==> config.mk <==
export PLATFORM = sky130hd
export DESIGN_NAME = segment_lcd_serial_frame_writer
export DESIGN_NICKNAME = d
export VERILOG_FILES = /design/src/rtl/slcdfw_pkg.sv /design/src/rtl/segment_lcd_serial_frame_writer.sv
export SDC_FILE = /design/constraint.sdc
export NUM_CORES = 1
export LEC_CHECK = 0
export ABC_AREA = 1
export BUFFER_PORTS_ARGS = -buffer_cell sky130_fd_sc_hd__buf_2
export CAP_MARGIN = 20
export CORE_UTILIZATION = 54
export DETAILED_ROUTE_END_ITERATION = 8
export PLACE_DENSITY_LB_ADDON = 0.08
export SKIP_CTS_REPAIR_TIMING = 1
export SLEW_MARGIN = 20
export SYNTH_ARGS = -nofsm -noshare
export SYNTH_HDL_FRONTEND = slang
export SYNTH_SLANG_ARGS = --single-unit
==> constraint.sdc <==
create_clock -name clk_i -period 2.6 [get_ports clk_i]
set_input_delay 0.39 -clock clk_i [delete_from_list [all_inputs] [get_ports clk_i]]
set_output_delay 0.39 -clock clk_i [all_outputs]
set_load 0.05 [all_outputs]
==> src/rtl/slcdfw_pkg.sv <==
// ----------------------------------------------------------------------------
// slcdfw_pkg
// Shared constants, widths and the glyph table for the segment-LCD frame writer.
// ----------------------------------------------------------------------------
`default_nettype none

package slcdfw_pkg;

  // Operation codes carried in the opcode field.
  localparam logic OpCommand = 1'b0;
  localparam logic OpDigit   = 1'b1;

  // Frame lengths in wire bits and the width of the bit counter.
  localparam int FrameBitsMax = 17;
  localparam int CntW         = 5;
  localparam logic [CntW-1:0] FrameBitsCmd   = 5'd12;
  localparam logic [CntW-1:0] FrameBitsDigit = 5'd17;

  // Frame headers.
  localparam logic [3:0] CmdHeader  = 4'b1000;
  localparam logic [2:0] DataHeader = 3'b101;

  // Segment bit lit by the decimal point.
  localparam logic [7:0] PointMask = 8'h01;

  // Input word layout, lowest bit first.
  localparam int InDataW  = 24;
  localparam int OutDataW = 8;

  // Seven-segment glyph table; indices beyond the table give a blank glyph.
  function automatic logic [7:0] glyph(input logic [4:0] idx);
    logic [7:0] seg;
    case (idx)
      5'd0:    seg = 8'h5F;
      5'd1:    seg = 8'h06;
      5'd2:    seg = 8'h3D;
      5'd3:    seg = 8'h2F;
      5'd4:    seg = 8'h66;
      5'd5:    seg = 8'h4B;
      5'd6:    seg = 8'h7B;
      5'd7:    seg = 8'h0E;
      5'd8:    seg = 8'h7F;
      5'd9:    seg = 8'h6F;
      5'd10:   seg = 8'hEE;
      5'd11:   seg = 8'h76;
      5'd12:   seg = 8'hF0;
      5'd13:   seg = 8'h3E;
      5'd14:   seg = 8'hF4;
      5'd15:   seg = 8'hE4;
      5'd16:   seg = 8'hFE;
      5'd17:   seg = 8'hFE;
      5'd18:   seg = 8'h01;
      5'd19:   seg = 8'h6D;
      5'd20:   seg = 8'h31;
      5'd21:   seg = 8'h00;
      5'd22:   seg = 8'h40;
      5'd23:   seg = 8'h6E;
      5'd24:   seg = 8'h54;
      5'd25:   seg = 8'h50;
      5'd26:   seg = 8'h5C;
      5'd27:   seg = 8'h1C;
      default: seg = 8'h00;
    endcase
    return seg;
  endfunction

endpackage

`default_nettype wire

==> src/rtl/segment_lcd_serial_frame_writer.sv <==
// A taken word is loaded into the frame shift register, and its first wire bit then moves to the output stage.
// Throughput: one bit per cycle while the output is not stalled, set by the single
// frame shift register; a command frame is 12 wire bits and a digit frame 17, and the
// next word is taken as the last bit leaves. A stalled output holds the shift register.
// Reset (rst_ni low, asynchronous) clears the bit count and the output valid flag.
// ----------------------------------------------------------------------------
// segment_lcd_serial_frame_writer
// Serialises command and digit write frames for a three-wire segment-LCD
// controller, most significant bit first, one wire bit per output word.
// ----------------------------------------------------------------------------
`default_nettype none

module segment_lcd_serial_frame_writer (
  input  wire logic        clk_i,
  input  wire logic        rst_ni,
  // Input stream.
  input  wire logic        s_axis_tvalid,
  output logic             s_axis_tready,
  // tdata: opcode[0], command_code[8:1], position[13:9], digit[18:14],
  // point[19], zero padding[23:20]
  input  wire logic [23:0] s_axis_tdata,
  // Output stream.
  output logic             m_axis_tvalid,
  input  wire logic        m_axis_tready,
  // tdata: data_bit[0], zero padding[7:1]
  output logic [7:0]       m_axis_tdata,
  // tlast: final bit of the frame, chip select released afterwards
  output logic             m_axis_tlast
);

  // Unpacked input fields.
  logic       in_opcode;
  logic [7:0] in_cmd;
  logic [4:0] in_pos;
  logic [4:0] in_digit;
  logic       in_point;

  assign in_opcode = s_axis_tdata[0];
  assign in_cmd    = s_axis_tdata[8:1];
  assign in_pos    = s_axis_tdata[13:9];
  assign in_digit  = s_axis_tdata[18:14];
  assign in_point  = s_axis_tdata[19];

  // Frame shift register, left aligned, and the count of bits still to send.
  logic [slcdfw_pkg::FrameBitsMax-1:0] shift_q, shift_d;
  logic [slcdfw_pkg::CntW-1:0]         cnt_q, cnt_d;

  // Output stage.
  logic out_valid_q, out_valid_d;
  logic out_bit_q, out_bit_d;
  logic out_last_q, out_last_d;

  logic busy;
  logic out_free;
  logic take;
  logic emit;

  // Frame assembly.
  logic [5:0] addr;
  logic [7:0] seg;
  logic [slcdfw_pkg::FrameBitsMax-1:0] frame;

  assign busy     = (cnt_q != '0);
  assign out_free = !out_valid_q || m_axis_tready;
  assign emit     = busy && out_free;
  // A new word is taken when idle or as the final bit moves to the output stage.
  assign s_axis_tready = !busy || (cnt_q == slcdfw_pkg::CntW'(1) && out_free);
  assign take     = s_axis_tvalid && s_axis_tready;

  // Build the frame for the incoming word.
  always_comb begin
    addr = {in_pos, 1'b0} - 6'd2;
    seg  = slcdfw_pkg::glyph(in_digit);
    if (in_point) begin
      seg = seg | slcdfw_pkg::PointMask;
    end
    if (in_opcode == slcdfw_pkg::OpCommand) begin
      frame = {slcdfw_pkg::CmdHeader, in_cmd, 5'b0};
    end else begin
      frame = {slcdfw_pkg::DataHeader, addr, seg};
    end
  end

  // Next state of the shift register and the output stage.
  always_comb begin
    shift_d     = shift_q;
    cnt_d       = cnt_q;
    out_valid_d = out_valid_q;
    out_bit_d   = out_bit_q;
    out_last_d  = out_last_q;
    if (emit) begin
      out_valid_d = 1'b1;
      out_bit_d   = shift_q[slcdfw_pkg::FrameBitsMax-1];
      out_last_d  = (cnt_q == slcdfw_pkg::CntW'(1));
      shift_d     = {shift_q[slcdfw_pkg::FrameBitsMax-2:0], 1'b0};
      cnt_d       = cnt_q - slcdfw_pkg::CntW'(1);
    end else if (out_free) begin
      out_valid_d = 1'b0;
    end
    if (take) begin
      shift_d = frame;
      cnt_d   = (in_opcode == slcdfw_pkg::OpCommand) ? slcdfw_pkg::FrameBitsCmd
                                                      : slcdfw_pkg::FrameBitsDigit;
    end
  end

  // Control registers.
  always_ff @(posedge clk_i or negedge rst_ni) begin
    if (!rst_ni) begin
      cnt_q       <= '0;
      out_valid_q <= 1'b0;
    end else begin
      cnt_q       <= cnt_d;
      out_valid_q <= out_valid_d;
    end
  end

  // Payload registers.
  always_ff @(posedge clk_i) begin
    shift_q    <= shift_d;
    out_bit_q  <= out_bit_d;
    out_last_q <= out_last_d;
  end

  assign m_axis_tvalid = out_valid_q;
  assign m_axis_tdata  = {7'b0, out_bit_q};
  assign m_axis_tlast  = out_last_q;

  // The bit counter never exceeds the longest frame.
  a_cnt_range: assert property (@(posedge clk_i) disable iff (!rst_ni)
    cnt_q <= slcdfw_pkg::FrameBitsDigit)
    else $error("bit counter beyond longest frame");

  // A taken word loads a full frame length.
  a_load_len: assert property (@(posedge clk_i) disable iff (!rst_ni)
    take |=> (cnt_q == slcdfw_pkg::FrameBitsCmd || cnt_q == slcdfw_pkg::FrameBitsDigit))
    else $error("frame length not loaded on take");

  // A stalled output freezes an active frame.
  a_stall_hold: assert property (@(posedge clk_i) disable iff (!rst_ni)
    (out_valid_q && !m_axis_tready && busy) |=> $stable(cnt_q))
    else $error("frame advanced during output stall");

  // Sending the final bit leaves the writer idle or starting a new frame.
  a_frame_end: assert property (@(posedge clk_i) disable iff (!rst_ni)
    (emit && cnt_q == slcdfw_pkg::CntW'(1)) |=>
      (cnt_q == '0 || cnt_q == slcdfw_pkg::FrameBitsCmd
       || cnt_q == slcdfw_pkg::FrameBitsDigit))
    else $error("frame did not end cleanly");

  // A bit emitted before the final bit of a frame never carries the last flag.
  a_last_ok: assert property (@(posedge clk_i) disable iff (!rst_ni)
    (emit && cnt_q != slcdfw_pkg::CntW'(1)) |=> !m_axis_tlast)
    else $error("last flag raised mid frame");

endmodule

`default_nettype wire

Word level (Yosys, flattened, before mapping). Memories as Yosys holds them, arrays and structs flattened. Cells that the tools add are included.

Eq/ne operators: 1. Add/subtract/negate cells: 2. Reduce and logical (&&, ||, !) cells: 10. Mux-type cells: 9.

Operators by type and width (number): two-way mux 17 bit (2); two-way mux 15 bit (1); two-way mux 5 bit (3); subtractor 6 x 2 -> 6 bit, second input constant (1); equality test 5 x 1 -> 1 bit, second input constant (1); nonzero test 5 bit (1); subtractor 5 x 1 -> 5 bit, second input constant (1); nonzero test 2 bit (2); logical AND 1 bit (3); two-way mux 1 bit (3); logical NOT 1 bit (2); logical OR 1 bit (2).

Memories: 1. Bits in read-only memories: 256. Register bits after elaboration: 25. Logic and storage cells: 28. Output and inout bits: 11.

Memories: (no name shown) (depth 32, width 8, rd ports 1, clocked after memory_dff 0, write ports 0, RTL line slcdfw_pkg.sv:33) `case (idx)`.

Logic depth before layout (Yosys ltp). Gate-level depths: netlist (run 1).

Word-level depth: 6. Depth in mapped cells: 12. Gate-level depth less buffers: 11.

Worst setup path after synthesis (run 1). No wires, ideal clock.

Path type: register -> register. From: register out_valid_q (netlist: m_axis_tvalid). To: register shift_q[0] (netlist name) (enable). Setup time: 0.376 ns. Buffers on the path: 0. Period minus slack after synthesis: 1.952 ns. Arrival: 1.576 ns. Setup slack: 0.648 ns. Stages on the path, launching flop included: 6. Path through: dfrtp_1 -> nand2_1 -> nand3_2 -> nand2_4 -> nand2_4 -> nand2_1.

Longest elaborated chain between the ends: 6. Elaborated cells between the ends (all ways): 7.

Ends and longest elaborated chain: start, declared (RTL line segment_lcd_serial_frame_writer.sv:49) `logic out_valid_q, out_valid_d;`; start signal, assigned (RTL line segment_lcd_serial_frame_writer.sv:114) `out_valid_q <= out_valid_d;`; logical NOT 1 bit (RTL line segment_lcd_serial_frame_writer.sv:64) `assign out_free = !out_valid_q || m_axis_tready;`; logical OR 1 bit (RTL line segment_lcd_serial_frame_writer.sv:64); logical AND 1 bit (RTL line segment_lcd_serial_frame_writer.sv:67) `assign s_axis_tready = !busy || (cnt_q == slcdfw_pkg::CntW'(1) && out_free);`; logical OR 1 bit (RTL line segment_lcd_serial_frame_writer.sv:67); via s_axis_tready (RTL line segment_lcd_serial_frame_writer.sv:18) `output logic s_axis_tready,`; logical AND 1 bit (RTL line segment_lcd_serial_frame_writer.sv:68) `assign take = s_axis_tvalid && s_axis_tready;`; nonzero test 2 bit (no source line); end signal, assigned (RTL line segment_lcd_serial_frame_writer.sv:120) `shift_q <= shift_d;`; end, declared (RTL line segment_lcd_serial_frame_writer.sv:45) `logic [slcdfw_pkg::FrameBitsMax-1:0] shift_q, shift_d;`.

The timed path passes the listed nets, and every way through them passes these cells. A chain may end at the register's enable or synchronous reset.

Final worst setup path (run 1).
From: register cnt_q[1] (netlist name). To: output port s_axis_tready.

Longest elaborated chain between the ends: 3. Elaborated cells between the ends (all ways): 5.

Ends and longest elaborated chain: start, declared (RTL line segment_lcd_serial_frame_writer.sv:46) `logic [slcdfw_pkg::CntW-1:0] cnt_q, cnt_d;`; start signal, assigned (RTL line segment_lcd_serial_frame_writer.sv:113) `cnt_q <= cnt_d;`; equality test 5 x 1 -> 1 bit / nonzero test 5 bit (equally long branches) (RTL line segment_lcd_serial_frame_writer.sv:67, segment_lcd_serial_frame_writer.sv:63); logical AND 1 bit / logical NOT 1 bit (equally long branches) (RTL line segment_lcd_serial_frame_writer.sv:67); logical OR 1 bit (*) (RTL line segment_lcd_serial_frame_writer.sv:67); end, declared (RTL line segment_lcd_serial_frame_writer.sv:18).

Every way passes the cells marked *; elsewhere a longest branch is shown, timed or not.

==> run_summary.xml, run 1 <==
<?xml version="1.0" encoding="UTF-8"?>
<metrics>
  <group name="clock_tree">
    <metric name="clock_transition_at_the_registers_of_the_reported_paths" unit="ps">140</metric>
    <metric name="cts_root_buf" unit="">clkbuf_4</metric>
    <metric name="clock_sink_count" unit="">25</metric>
    <metric name="cts_tree" unit="">done</metric>
    <metric name="worstSkewPairLatency" unit="ps">310</metric>
    <metric name="htree_num_levels" unit="">1</metric>
    <metric name="clk_path_buf_depth" unit="">2</metric>
    <metric name="cts_made_buffers" unit="">3</metric>
  </group>
  <group name="placed_design">
    <metric name="placedInstanceArea" unit="µm²">1930</metric>
    <metric name="gp_congestion" unit="">0.894</metric>
    <metric name="detailedPlacementHpwl" unit="mm">2.63</metric>
    <metric name="port_buffers" unit="">27</metric>
    <metric name="placed_cells" unit="">302</metric>
  </group>
  <group name="floorplan">
    <metric name="boundaryPins" unit="">39</metric>
    <metric name="dieWidth" unit="µm">59.7</metric>
    <metric name="initial_utilization" unit="%">58.0</metric>
    <metric name="core.rowCount" unit="">20</metric>
    <metric name="design.die.area" unit="µm²">3570</metric>
    <metric name="die_height" unit="µm">59.7</metric>
    <metric name="core_area" unit="µm²">3100</metric>
  </group>
  <group name="run_status">
    <metric name="status" unit="">complete, no violations</metric>
  </group>
  <group name="route">
    <metric name="wire_per_inst" unit="µm">11.3</metric>
    <metric name="final_antenna_net_count" unit="">0</metric>
    <metric name="drt_drc_violations_left" unit="">0</metric>
    <metric name="routed_vias" unit="">1546</metric>
    <metric name="post_drt_via_cell_ratio" unit="">5.04</metric>
    <metric name="detail_route.wirelength" unit="mm">3.46</metric>
    <metric name="starting_drc_count_in_detailed_routing" unit="">58</metric>
    <metric name="maxUsedRoutingLayer" unit="">met3</metric>
    <metric name="drt-met1-wl" unit="mm">1.59</metric>
    <metric name="dr.pass1.iters" unit="">4</metric>
    <metric name="detailroute.wirelength.met3" unit="µm">185</metric>
    <metric name="met2_length" unit="mm">1.69</metric>
  </group>
  <group name="final_layout">
    <metric name="num_antenna_cells" unit="">0</metric>
    <metric name="postLayoutCellArea" unit="µm²">1970</metric>
    <metric name="syn_to_final_growth" unit="%">9.45</metric>
    <metric name="final_util" unit="%">63.5</metric>
    <metric name="nNetsFinal" unit="">302</metric>
    <metric name="drive_gt1_share" unit="%">15.6</metric>
    <metric name="post_layout_instance_count_excluding_filler_cells" unit="">307</metric>
  </group>
  <group name="yosys">
    <metric name="synth-edff-count" unit="">19</metric>
    <metric name="yosysTopAreaCellShare" unit="%">31.7</metric>
    <metric name="synth_sequential_area_ratio" unit="%">40.0</metric>
    <metric name="mappedNetlistArea" unit="µm²">1800</metric>
    <metric name="ys_types" unit="">32</metric>
    <metric name="ys_async_sr_fraction" unit="%">24.0</metric>
    <metric name="postSynth.topFlopCell" unit="">edfxtp_1</metric>
    <metric name="synth-seq-cells" unit="">25</metric>
    <metric name="postSynthCellCount" unit="">237</metric>
    <metric name="netlist_top_cells_count" unit="">nand2_1, inv_1, nand3_1</metric>
    <metric name="synth.avg_cell_area" unit="µm²">7.60</metric>
    <metric name="ys_warn_count" unit="">0</metric>
    <metric name="top_area_cells_in_the_synthesized_netlist" unit="">edfxtp_1, nand2_1, dfrtp_1</metric>
    <metric name="synth.largest_area_cell" unit="">edfxtp_1</metric>
    <metric name="post-synth-top-count-cell" unit="">nand2_1</metric>
  </group>
  <group name="sta">
    <metric name="finalSetupTns" unit="ps">0</metric>
    <metric name="setup_repair_after_global_routing_missed_its_margin" unit="">no</metric>
    <metric name="final_period_minus_worst_setup_slack" unit="ps">2040</metric>
    <metric name="hold_viol" unit="">0</metric>
    <metric name="final.setup_skew" unit="ps">9.32</metric>
    <metric name="layout_worst_path_cycle_share" unit="%">78.6</metric>
    <metric name="fmax" unit="GHz">0.489</metric>
    <metric name="final-setup-viol-count" unit="">0</metric>
    <metric name="timing.final.max_slew_violations" unit="">0</metric>
  </group>
  <group name="global_route">
    <metric name="grt_first_pass_wirelength" unit="mm">5.69</metric>
    <metric name="overflow" unit="">0</metric>
    <metric name="grt_max_degree" unit="">22</metric>
    <metric name="number_of_global_route_vias_before_repair" unit="">1331</metric>
    <metric name="grt_antenna_before_repair" unit="">0</metric>
    <metric name="global_route.usage.total" unit="%">21.2</metric>
  </group>
  <group name="setup_path">
    <metric name="worst_ep_required_time" unit="ps">2210</metric>
    <metric name="kind_of_end_point_of_the_critical_path" unit="">primary output</metric>
    <metric name="crit_path_start_kind" unit="">register</metric>
    <metric name="timing_worst_setup_path_type" unit="">reg2out</metric>
    <metric name="crit_arrival" unit="ps">1650</metric>
    <metric name="regToRegEndpoint" unit="">shift_q[4]$_DFFE_PP_</metric>
    <metric name="reg2reg_from" unit="">cnt_q[1]$_DFFE_PN0P_</metric>
    <metric name="worst_path_max_fanout" unit="">6</metric>
    <metric name="worstRegToRegCells" unit="">9</metric>
    <metric name="reg2reg_slack" unit="ps">720</metric>
  </group>
  <group name="power_and_ir_drop">
    <metric name="power.sequential.fraction" unit="%">45.4</metric>
    <metric name="power.density_cell_area" unit="nW/µm²">894</metric>
    <metric name="vdd_drop_max" unit="µV">306</metric>
    <metric name="power_switching" unit="mW">0.743</metric>
    <metric name="leakage" unit="nW">1.02</metric>
    <metric name="clock_power_share" unit="%">9.6</metric>
    <metric name="switching_share" unit="%">42.2</metric>
    <metric name="comb_power_share" unit="%">45.0</metric>
    <metric name="cellInternalPower" unit="mW">1.02</metric>
  </group>
  <group name="worst_hold_path">
    <metric name="min_path_cells" unit="">4</metric>
    <metric name="hold_end" unit="">m_axis_tvalid$_DFFE_PN0P_</metric>
    <metric name="hp_start" unit="">m_axis_tready</metric>
    <metric name="min-delay-path-class" unit="">in2reg</metric>
  </group>
  <group name="job">
    <metric name="maxCapViolations" unit="">0</metric>
  </group>
</metrics>
-- stage by stage --
step / worst slack (ps) / total power [mW] / hold slack [ps]
floorplan: 648 / 1.44 / 94.4
global placement: 753 / 1.59 / 223
detailed placement: 738 / 1.61 / 224
CTS: 542 / 1.77 / -125
global route: 435 / 1.92 / 386
finish: 556 / 1.76 / 384
-- cells in the final DEF (no fill, tap or decap) --
master and instances:
a21boi_2 1, a21oi_1 4, buf_2 27, buf_4 1, clkbuf_4 3, clkinv_1 1, clkinvlp_4 1, conb_1 7
dfrtp_1 6, dlygate4sd3_1 1, edfxtp_1 19, ha_1 10, inv_1 22, inv_2 1, nand2_1 93, nand2_4 2
nand3_1 20, nand3_2 2, nand3_4 1, nand3b_1 1, nand4_1 5, nor2_1 10, nor2_4 1, nor3_1 1
nor4_1 1, o21a_1 1, o21ai_0 14, o21ai_1 1, o21bai_1 1, o221ai_1 1, or2_2 1, xnor2_1 1
xor2_1 2
-- critical path: stages, from the launching register on --
cell and delay (ps):
dfrtp_1 420, inv_1 100, ha_1 140, inv_1 40
nor2_1 110, nand3_2 120, nand2_4 130, buf_2 280
-- metal layers --
layer	vias to the layer above	track usage, %
met5	-	0
met4	0	6.31
met3	0	2.60
met2	57	36.2
met1	680	28.0
li1	809	-
-- kinds of logic after synthesis --
group,after synthesis,synth area share [%]
other cells,1,0.208
simple gates,138,34.1
buf+inv,37,10.0
flops,25,40.0
compound gates,23,7.23
fa+ha+maj,10,6.95
xor+xnor,3,1.46
-- worst max path at each step --
stage / startpoint / endpoint / slack (ps)
after floorplan: m_axis_tvalid$_DFFE_PN0P_ / shift_q[0]$_SDFFCE_PN0P_ / 650
after detailed placement: cnt_q[1]$_DFFE_PN0P_ / shift_q[16]$_SDFFCE_PP1P_ / 740
after global placement: cnt_q[1]$_DFFE_PN0P_ / shift_q[15]$_SDFFCE_PP0P_ / 750
after CTS: cnt_q[1]$_DFFE_PN0P_ / s_axis_tready / 540
final: cnt_q[1]$_DFFE_PN0P_ / s_axis_tready / 560
after global routing: cnt_q[1]$_DFFE_PN0P_ / s_axis_tready / 440
-- flip-flops by register name (all words and copies together), names as in the netlist --
signal and cells:
out_bit_q 1, m_axis_tlast 1, m_axis_tvalid 1, shift_q 17, cnt_q 5
-- area by class of cell --
class	instances	area [µm²]
Clock buffer	3	22.5
Clock inverter	1	7.51
Timing Repair Buffer	29	153
Multi-Input combinational cell	181	922
Tap cell	44	55.1
Fill cell	310	1130
Sequential cell	25	721
Inverter	24	90.1
-- power groups by stage --
stage	Sequential (mW)	Clock (mW)	Combinational, mW
CTS	0.804	0.174	0.796
finish	0.801	0.169	0.793
detailed placement	0.813	0	0.792
global route	0.826	0.196	0.894
global placement	0.805	0	0.784
floorplan	0.830	0	0.608
(Power assumes the default switching activity.)
==> inputs of run 2 (changes only) <==
==> constraint.sdc (replaced) <==
create_clock -name clk_i -period 2.1 [get_ports clk_i]
set_input_delay 0.315 -clock clk_i [delete_from_list [all_inputs] [get_ports clk_i]]
set_output_delay 0.315 -clock clk_i [all_outputs]
set_load 0.05 [all_outputs]
==> run_summary.xml, run 2 (same netlist as run 1, synthesis figures left out) <==
<?xml version="1.0" encoding="UTF-8"?>
<metrics>
  <group name="floorplan">
    <metric name="core_area" unit="µm²">3100</metric>
    <metric name="core.rowCount" unit="">20</metric>
    <metric name="die_height" unit="µm">59.7</metric>
    <metric name="dieWidth" unit="µm">59.7</metric>
    <metric name="design.die.area" unit="µm²">3570</metric>
    <metric name="initial_utilization" unit="%">58.0</metric>
    <metric name="boundaryPins" unit="">39</metric>
  </group>
  <group name="final_layout">
    <metric name="nNetsFinal" unit="">303</metric>
    <metric name="num_antenna_cells" unit="">0</metric>
    <metric name="highest_count_cells_in_the_layout_ignoring_fill_and_taps" unit="">nand2_1, buf_2, inv_1, nand3_1, edfxtp_1</metric>
    <metric name="largest_register" unit="">shift_q</metric>
    <metric name="drive_gt1_share" unit="%">15.5</metric>
    <metric name="syn_to_final_growth" unit="%">9.66</metric>
    <metric name="largest_reg_flops" unit="">17</metric>
    <metric name="reg_top3" unit="">shift_q x17, cnt_q x5</metric>
    <metric name="post_layout_instance_count_excluding_filler_cells" unit="">308</metric>
    <metric name="mostFrequentLayoutCell" unit="">nand2_1</metric>
    <metric name="layout.filler_cells" unit="">306</metric>
  </group>
  <group name="clock_tree">
    <metric name="cts_root_buf" unit="">clkbuf_4</metric>
    <metric name="clock_sink_count" unit="">25</metric>
    <metric name="worstSkewPairLatency" unit="ps">320</metric>
    <metric name="clock_transition_at_the_registers_of_the_reported_paths" unit="ps">120</metric>
    <metric name="clk_path_buf_depth" unit="">2</metric>
    <metric name="cts_made_buffers" unit="">3</metric>
    <metric name="htree_num_levels" unit="">1</metric>
    <metric name="cts_tree" unit="">done</metric>
  </group>
  <group name="setup_path">
    <metric name="crit_path_start_kind" unit="">register</metric>
    <metric name="kind_of_end_point_of_the_critical_path" unit="">primary output</metric>
    <metric name="crit_arrival" unit="ps">1640</metric>
    <metric name="timing_worst_setup_path_type" unit="">reg2out</metric>
    <metric name="setup.worst_path.start" unit="">cnt_q[1]$_DFFE_PN0P_</metric>
    <metric name="worst_path_max_fanout" unit="">6</metric>
    <metric name="worst_ep_required_time" unit="ps">1780</metric>
    <metric name="reg2reg_from" unit="">cnt_q[1]$_DFFE_PN0P_</metric>
  </group>
  <group name="route">
    <metric name="wire_per_inst" unit="µm">11.5</metric>
    <metric name="dr.pass1.iters" unit="">5</metric>
    <metric name="final_antenna_net_count" unit="">0</metric>
    <metric name="detail_route.wirelength" unit="mm">3.55</metric>
    <metric name="routed_vias" unit="">1572</metric>
    <metric name="starting_drc_count_in_detailed_routing" unit="">91</metric>
    <metric name="post_drt_via_cell_ratio" unit="">5.10</metric>
    <metric name="drt_drc_violations_left" unit="">0</metric>
  </group>
  <group name="job">
    <metric name="maxCapViolations" unit="">0</metric>
  </group>
  <group name="sta">
    <metric name="final-setup-viol-count" unit="">0</metric>
    <metric name="final_period_minus_worst_setup_slack" unit="ps">1960</metric>
    <metric name="finalSetupTns" unit="ps">0</metric>
    <metric name="timing.final.max_slew_violations" unit="">0</metric>
    <metric name="layout_worst_path_cycle_share" unit="%">93.2</metric>
    <metric name="fmax" unit="GHz">0.511</metric>
    <metric name="hold_viol" unit="">0</metric>
    <metric name="final.setup_skew" unit="ps">1.50</metric>
    <metric name="setup_repair_after_global_routing_missed_its_margin" unit="">no</metric>
  </group>
  <group name="worst_hold_path">
    <metric name="hp_start" unit="">m_axis_tready</metric>
    <metric name="min-delay-path-class" unit="">in2reg</metric>
  </group>
  <group name="power_and_ir_drop">
    <metric name="total_power" unit="mW">2.20</metric>
    <metric name="comb_power_share" unit="%">45.5</metric>
    <metric name="vdd_drop_max" unit="µV">384</metric>
    <metric name="cellInternalPower" unit="mW">1.27</metric>
    <metric name="power_switching" unit="mW">0.928</metric>
    <metric name="power.density_cell_area" unit="nW/µm²">1120</metric>
    <metric name="clock_power_share" unit="%">9.6</metric>
    <metric name="switching_share" unit="%">42.1</metric>
    <metric name="leakage" unit="nW">1.03</metric>
    <metric name="power.sequential.fraction" unit="%">44.9</metric>
  </group>
  <group name="global_route">
    <metric name="grt_antenna_before_repair" unit="">0</metric>
    <metric name="global_route.usage.total" unit="%">21.2</metric>
    <metric name="grt_first_pass_wirelength" unit="mm">5.55</metric>
    <metric name="overflow" unit="">0</metric>
    <metric name="number_of_global_route_vias_before_repair" unit="">1284</metric>
    <metric name="grt_max_degree" unit="">22</metric>
  </group>
  <group name="placed_design">
    <metric name="detailedPlacementHpwl" unit="mm">2.63</metric>
    <metric name="port_buffers" unit="">27</metric>
    <metric name="gp_congestion" unit="">0.885</metric>
    <metric name="placed_cells" unit="">303</metric>
  </group>
  <group name="run_status">
    <metric name="status" unit="">complete, no violations</metric>
  </group>
</metrics>
-- run 2: changes by cell type in the layout (fill, tap and decap cells not counted), sizes merged --
cell      before  now
clkinvlp       1    0
clkbuf         3    4
buf           28   29
-- run 2: worst paths after layout --
check	to	slack, ps	cells after the start
worst max-delay path	s_axis_tready	140	7
worst min-delay path	m_axis_tvalid$_DFFE_PN0P_	310	4
worst max register to register	shift_q[13]$_DFFE_PP_	300	9
worst min register to register	out_bit_q$_DFFE_PP_	460	0
max in group asynchronous	cnt_q[1]$_DFFE_PN0P_	1630	2
min in group asynchronous	cnt_q[3]$_DFFE_PN0P_	330	2
-- run 2: power by group through the flow --
stage | Sequential (mW) | Clock (mW) | Combinational (mW)
final | 0.989 | 0.211 | 1.00
after global routing | 1.02 | 0.233 | 1.12
after CTS | 0.992 | 0.213 | 0.997
after detailed placement | 1.00 | 0 | 0.994
after global placement | 0.996 | 0 | 0.982
after floorplan | 1.03 | 0 | 0.753
-- run 2: routing by layer --
metal  wire length (µm)  share of wire, %  vias to the layer above  track usage [%]
met5                  0                 0                        -                0
met4                 33              0.93                        0             9.63
met2               1700                48                       53             34.4
met1               1650                46                      705             27.9
li1                   -                 -                      811                -
met3                168               4.7                        3             3.25
-- run 2: layout make-up --
class                   count  area [µm²]  area share, %
clock buffers               4        26.3           1.33
flip-flops and latches     25         721           36.5
multi-input cells         181         922           46.7
well taps                  44        55.1           2.79
repair buffers             30         160           8.11
inverters                  24        90.1           4.56
-- run 2: critical path, stage by stage, from the launching register on --
cell,delay (ps)
dfrtp_1,410
inv_1,100
ha_1,140
inv_1,40
nor2_1,110
nand3_2,120
nand2_4,130
buf_2,280
-- run 2: per-stage QoR --
stage	worst slack, ps	util [%]	hold WS (ps)	cell area [µm²]
2_1_floorplan	148	-	19.4	1820
3_3_place_gp	328	62.5	148	1940
3_5_place_dp	324	62.5	145	1940
4_1_cts	136	63.3	-210	1960
5_1_grt	7.37	63.6	312	1970
6_report	144	63.6	307	1970
==> inputs of run 3 (changes only) <==
--- a/config.mk
+++ b/config.mk
@@ -5,7 +5,6 @@
 export SDC_FILE = /design/constraint.sdc
 export NUM_CORES = 1
 export LEC_CHECK = 0
-export ABC_AREA = 1
 export BUFFER_PORTS_ARGS = -buffer_cell sky130_fd_sc_hd__buf_2
 export CAP_MARGIN = 20
 export CORE_UTILIZATION = 54
==> run_summary.xml, run 3 <==
<?xml version="1.0" encoding="UTF-8"?>
<metrics>
  <group name="run_status">
    <metric name="status" unit="">complete, no violations</metric>
  </group>
  <group name="sta">
    <metric name="hold_viol" unit="">0</metric>
    <metric name="final.setup_skew" unit="ps">1.24</metric>
    <metric name="setup_repair_after_global_routing_missed_its_margin" unit="">no</metric>
    <metric name="fmax" unit="GHz">0.510</metric>
    <metric name="final-setup-viol-count" unit="">0</metric>
    <metric name="layout_worst_path_cycle_share" unit="%">93.4</metric>
    <metric name="final_period_minus_worst_setup_slack" unit="ps">1960</metric>
    <metric name="timing.final.max_slew_violations" unit="">0</metric>
    <metric name="holdWs" unit="ps">225</metric>
  </group>
  <group name="setup_path">
    <metric name="worst_path_max_fanout" unit="">13</metric>
    <metric name="crit_path_start_kind" unit="">register</metric>
    <metric name="crit_arrival" unit="ps">1650</metric>
    <metric name="timing.critical_path.slowest_cell_delay" unit="ps">450</metric>
    <metric name="critical_path_buf_inv_count" unit="">3</metric>
    <metric name="worstRegToRegCells" unit="">6</metric>
    <metric name="reg2reg_slack" unit="ps">190</metric>
    <metric name="critPathSlowestCell" unit="">dfrtp_2</metric>
    <metric name="timing_worst_setup_path_type" unit="">reg2out</metric>
    <metric name="regToRegEndpoint" unit="">shift_q[5]$_DFFE_PP_</metric>
    <metric name="crit_family" unit="">buffers and inverters</metric>
    <metric name="reg2reg_from" unit="">cnt_q[0]$_DFFE_PN0P_</metric>
    <metric name="worst_path_cell_chain" unit="">inv_1 &gt; ha_4 &gt; a21oi_1 &gt; buf_4 &gt; nor2b_2 &gt; buf_6</metric>
    <metric name="worst_ep_required_time" unit="ps">1780</metric>
    <metric name="kind_of_end_point_of_the_critical_path" unit="">primary output</metric>
  </group>
  <group name="route">
    <metric name="final_antenna_net_count" unit="">0</metric>
    <metric name="post_drt_via_cell_ratio" unit="">5.71</metric>
    <metric name="dr.pass1.iters" unit="">4</metric>
    <metric name="detail_route.wirelength" unit="mm">3.72</metric>
    <metric name="drt_drc_violations_left" unit="">0</metric>
    <metric name="starting_drc_count_in_detailed_routing" unit="">54</metric>
    <metric name="wire_per_inst" unit="µm">14.4</metric>
    <metric name="routed_vias" unit="">1473</metric>
  </group>
  <group name="floorplan">
    <metric name="initial_utilization" unit="%">58.4</metric>
    <metric name="die_height" unit="µm">60.2</metric>
    <metric name="core.rowCount" unit="">20</metric>
    <metric name="boundaryPins" unit="">39</metric>
    <metric name="design.die.area" unit="µm²">3620</metric>
    <metric name="core_area" unit="µm²">3130</metric>
    <metric name="dieWidth" unit="µm">60.2</metric>
  </group>
  <group name="yosys">
    <metric name="postSynthCellCount" unit="">187</metric>
    <metric name="synth.largest_area_cell" unit="">edfxtp_1</metric>
    <metric name="post-synth-top-count-cell" unit="">edfxtp_1</metric>
    <metric name="mappedNetlistArea" unit="µm²">1830</metric>
    <metric name="synth-seq-cells" unit="">25</metric>
    <metric name="synth.avg_cell_area" unit="µm²">9.77</metric>
    <metric name="synth_sequential_area_ratio" unit="%">39.5</metric>
    <metric name="ys_async_sr_fraction" unit="%">24.0</metric>
    <metric name="yosysTopAreaCellShare" unit="%">31.2</metric>
    <metric name="ys_types" unit="">47</metric>
    <metric name="netlist_top_cells_count" unit="">edfxtp_1, o21ai_0, a21oi_1, ha_1, inv_1</metric>
    <metric name="ys_warn_count" unit="">0</metric>
    <metric name="synth-edff-count" unit="">19</metric>
    <metric name="top_area_cells_in_the_synthesized_netlist" unit="">edfxtp_1, dfrtp_1, ha_1</metric>
    <metric name="postSynth.topFlopCell" unit="">edfxtp_1</metric>
  </group>
  <group name="power_and_ir_drop">
    <metric name="vdd_drop_max" unit="µV">287</metric>
    <metric name="power.density_cell_area" unit="nW/µm²">800</metric>
    <metric name="clock_power_share" unit="%">12.6</metric>
    <metric name="leakage" unit="nW">0.852</metric>
    <metric name="switching_share" unit="%">36.6</metric>
    <metric name="power_switching" unit="mW">0.597</metric>
    <metric name="power.sequential.fraction" unit="%">46.9</metric>
    <metric name="cellInternalPower" unit="mW">1.04</metric>
    <metric name="comb_power_share" unit="%">40.4</metric>
  </group>
  <group name="clock_tree">
    <metric name="clock_transition_at_the_registers_of_the_reported_paths" unit="ps">130</metric>
    <metric name="clock_sink_count" unit="">25</metric>
    <metric name="clk_path_buf_depth" unit="">2</metric>
    <metric name="worstSkewPairLatency" unit="ps">300</metric>
    <metric name="cts_tree" unit="">done</metric>
    <metric name="htree_num_levels" unit="">1</metric>
    <metric name="cts_made_buffers" unit="">3</metric>
    <metric name="cts_root_buf" unit="">clkbuf_4</metric>
  </group>
  <group name="global_route">
    <metric name="grt_util_met1" unit="%">28.6</metric>
    <metric name="grt_max_degree" unit="">21</metric>
    <metric name="number_of_global_route_vias_before_repair" unit="">1339</metric>
    <metric name="global_route.usage.total" unit="%">21.9</metric>
    <metric name="top_usage_layer" unit="">met2</metric>
    <metric name="grt_antenna_before_repair" unit="">0</metric>
    <metric name="groute.layer.met2.usage" unit="%">38.3</metric>
    <metric name="grt_first_pass_wirelength" unit="mm">6.04</metric>
    <metric name="overflow" unit="">0</metric>
    <metric name="gr-usage-met3" unit="%">1.95</metric>
  </group>
  <group name="worst_hold_path">
    <metric name="hp_start" unit="">s_axis_tvalid</metric>
    <metric name="min_path_cells" unit="">2</metric>
    <metric name="min-delay-path-class" unit="">in2reg</metric>
    <metric name="hold_end" unit="">cnt_q[1]$_DFFE_PN0P_</metric>
  </group>
  <group name="placed_design">
    <metric name="port_buffers" unit="">27</metric>
    <metric name="gp_congestion" unit="">0.823</metric>
    <metric name="detailedPlacementHpwl" unit="mm">2.67</metric>
    <metric name="placed_cells" unit="">252</metric>
  </group>
  <group name="final_layout">
    <metric name="nNetsFinal" unit="">253</metric>
    <metric name="mostFrequentLayoutCell" unit="">buf_2</metric>
    <metric name="combined_area_of_the_multi_input_logic_cells" unit="µm²">983</metric>
    <metric name="num_antenna_cells" unit="">0</metric>
    <metric name="reg_top3" unit="">shift_q x17, cnt_q x5</metric>
    <metric name="highest_count_cells_in_the_layout_ignoring_fill_and_taps" unit="">buf_2, edfxtp_1, o21ai_0, a21oi_1</metric>
    <metric name="largest_register" unit="">shift_q</metric>
    <metric name="post_layout_instance_count_excluding_filler_cells" unit="">258</metric>
    <metric name="drive_gt1_share" unit="%">24.8</metric>
    <metric name="largest_reg_flops" unit="">17</metric>
    <metric name="syn_to_final_growth" unit="%">11.7</metric>
    <metric name="layout.filler_cells" unit="">261</metric>
    <metric name="register_area" unit="µm²">722</metric>
  </group>
  <group name="job">
    <metric name="maxCapViolations" unit="">0</metric>
  </group>
</metrics>
run 3: through the flow:
| step | instance area, µm² | utilization [%] | setup slack [ps] | TNS [ps] | power, mW |
|---|---|---|---|---|---|
| after floorplan | 1850 | - | 1.32 | 0 | 1.23 |
| after global placement | 1970 | 63.1 | 158 | 0 | 1.35 |
| after detailed placement | 1970 | 63.1 | 123 | 0 | 1.38 |
| after CTS | 2000 | 64.0 | -59.6 | -59.6 | 1.59 |
| after global routing | 2040 | 65.2 | 35.8 | 0 | 1.75 |
| final | 2040 | 65.2 | 139 | 0 | 1.63 |
run 3: cells by family after synthesis:
logic type	share of synthesized area (%)
AOI/OAI and AO/OA	18.9
and+or+nand+nor	16.4
buffers and inverters	8.77
DFF	39.5
muxes	7.47
adders and majority gates	6.85
xor gates and xnor gates	1.92
other	0.205
run 3: final cells by class:
class | instances | area share, %
Clock inverter | 1 | 0.245
Sequential cell | 25 | 35.4
Tap cell | 44 | 2.70
Multi-Input combinational cell | 138 | 48.2
Timing Repair Buffer | 36 | 10.4
Inverter | 11 | 2.02
Clock buffer | 3 | 1.10
run 3: how the worst max path moves through the flow:
| stage | to | depth (start not counted) | start | slack [ps] |
|---|---|---|---|---|
| finish | s_axis_tready | 6 | cnt_q[0]$_DFFE_PN0P_ | 140 |
| floorplan | shift_q[0]$_SDFFCE_PN0P_ | 5 | cnt_q[0]$_DFFE_PN0P_ | 1 |
| global route | s_axis_tready | 6 | cnt_q[0]$_DFFE_PN0P_ | 40 |
| CTS | s_axis_tready | 6 | cnt_q[0]$_DFFE_PN0P_ | -60 |
| global placement | shift_q[5]$_DFFE_PP_ | 6 | cnt_q[0]$_DFFE_PN0P_ | 160 |
| detailed placement | shift_q[5]$_DFFE_PP_ | 6 | cnt_q[0]$_DFFE_PN0P_ | 120 |
run 3: routing by layer:
| metal | share of wire, % | wire, µm |
|---|---|---|
| met3 | 3.4 | 125 |
| met4 | 0 | 0 |
| met2 | 52 | 1930 |
| met1 | 45 | 1670 |
| met5 | 0 | 0 |
run 3: power by group through the flow:
stage	logic, mW	registers, mW	clock network [mW]
6_report	0.660	0.766	0.206
4_1_cts	0.608	0.764	0.215
3_3_place_gp	0.579	0.770	0
3_5_place_dp	0.605	0.774	0
5_1_grt	0.736	0.779	0.234
2_1_floorplan	0.455	0.770	0
run 3: worst register-to-register path, cell delays in order (launching register included):
cell and delay, ps:
dfrtp_2 450, inv_1 130, ha_4 180, a21oi_1 60, or2_1 410, buf_4 220, a22o_1 230
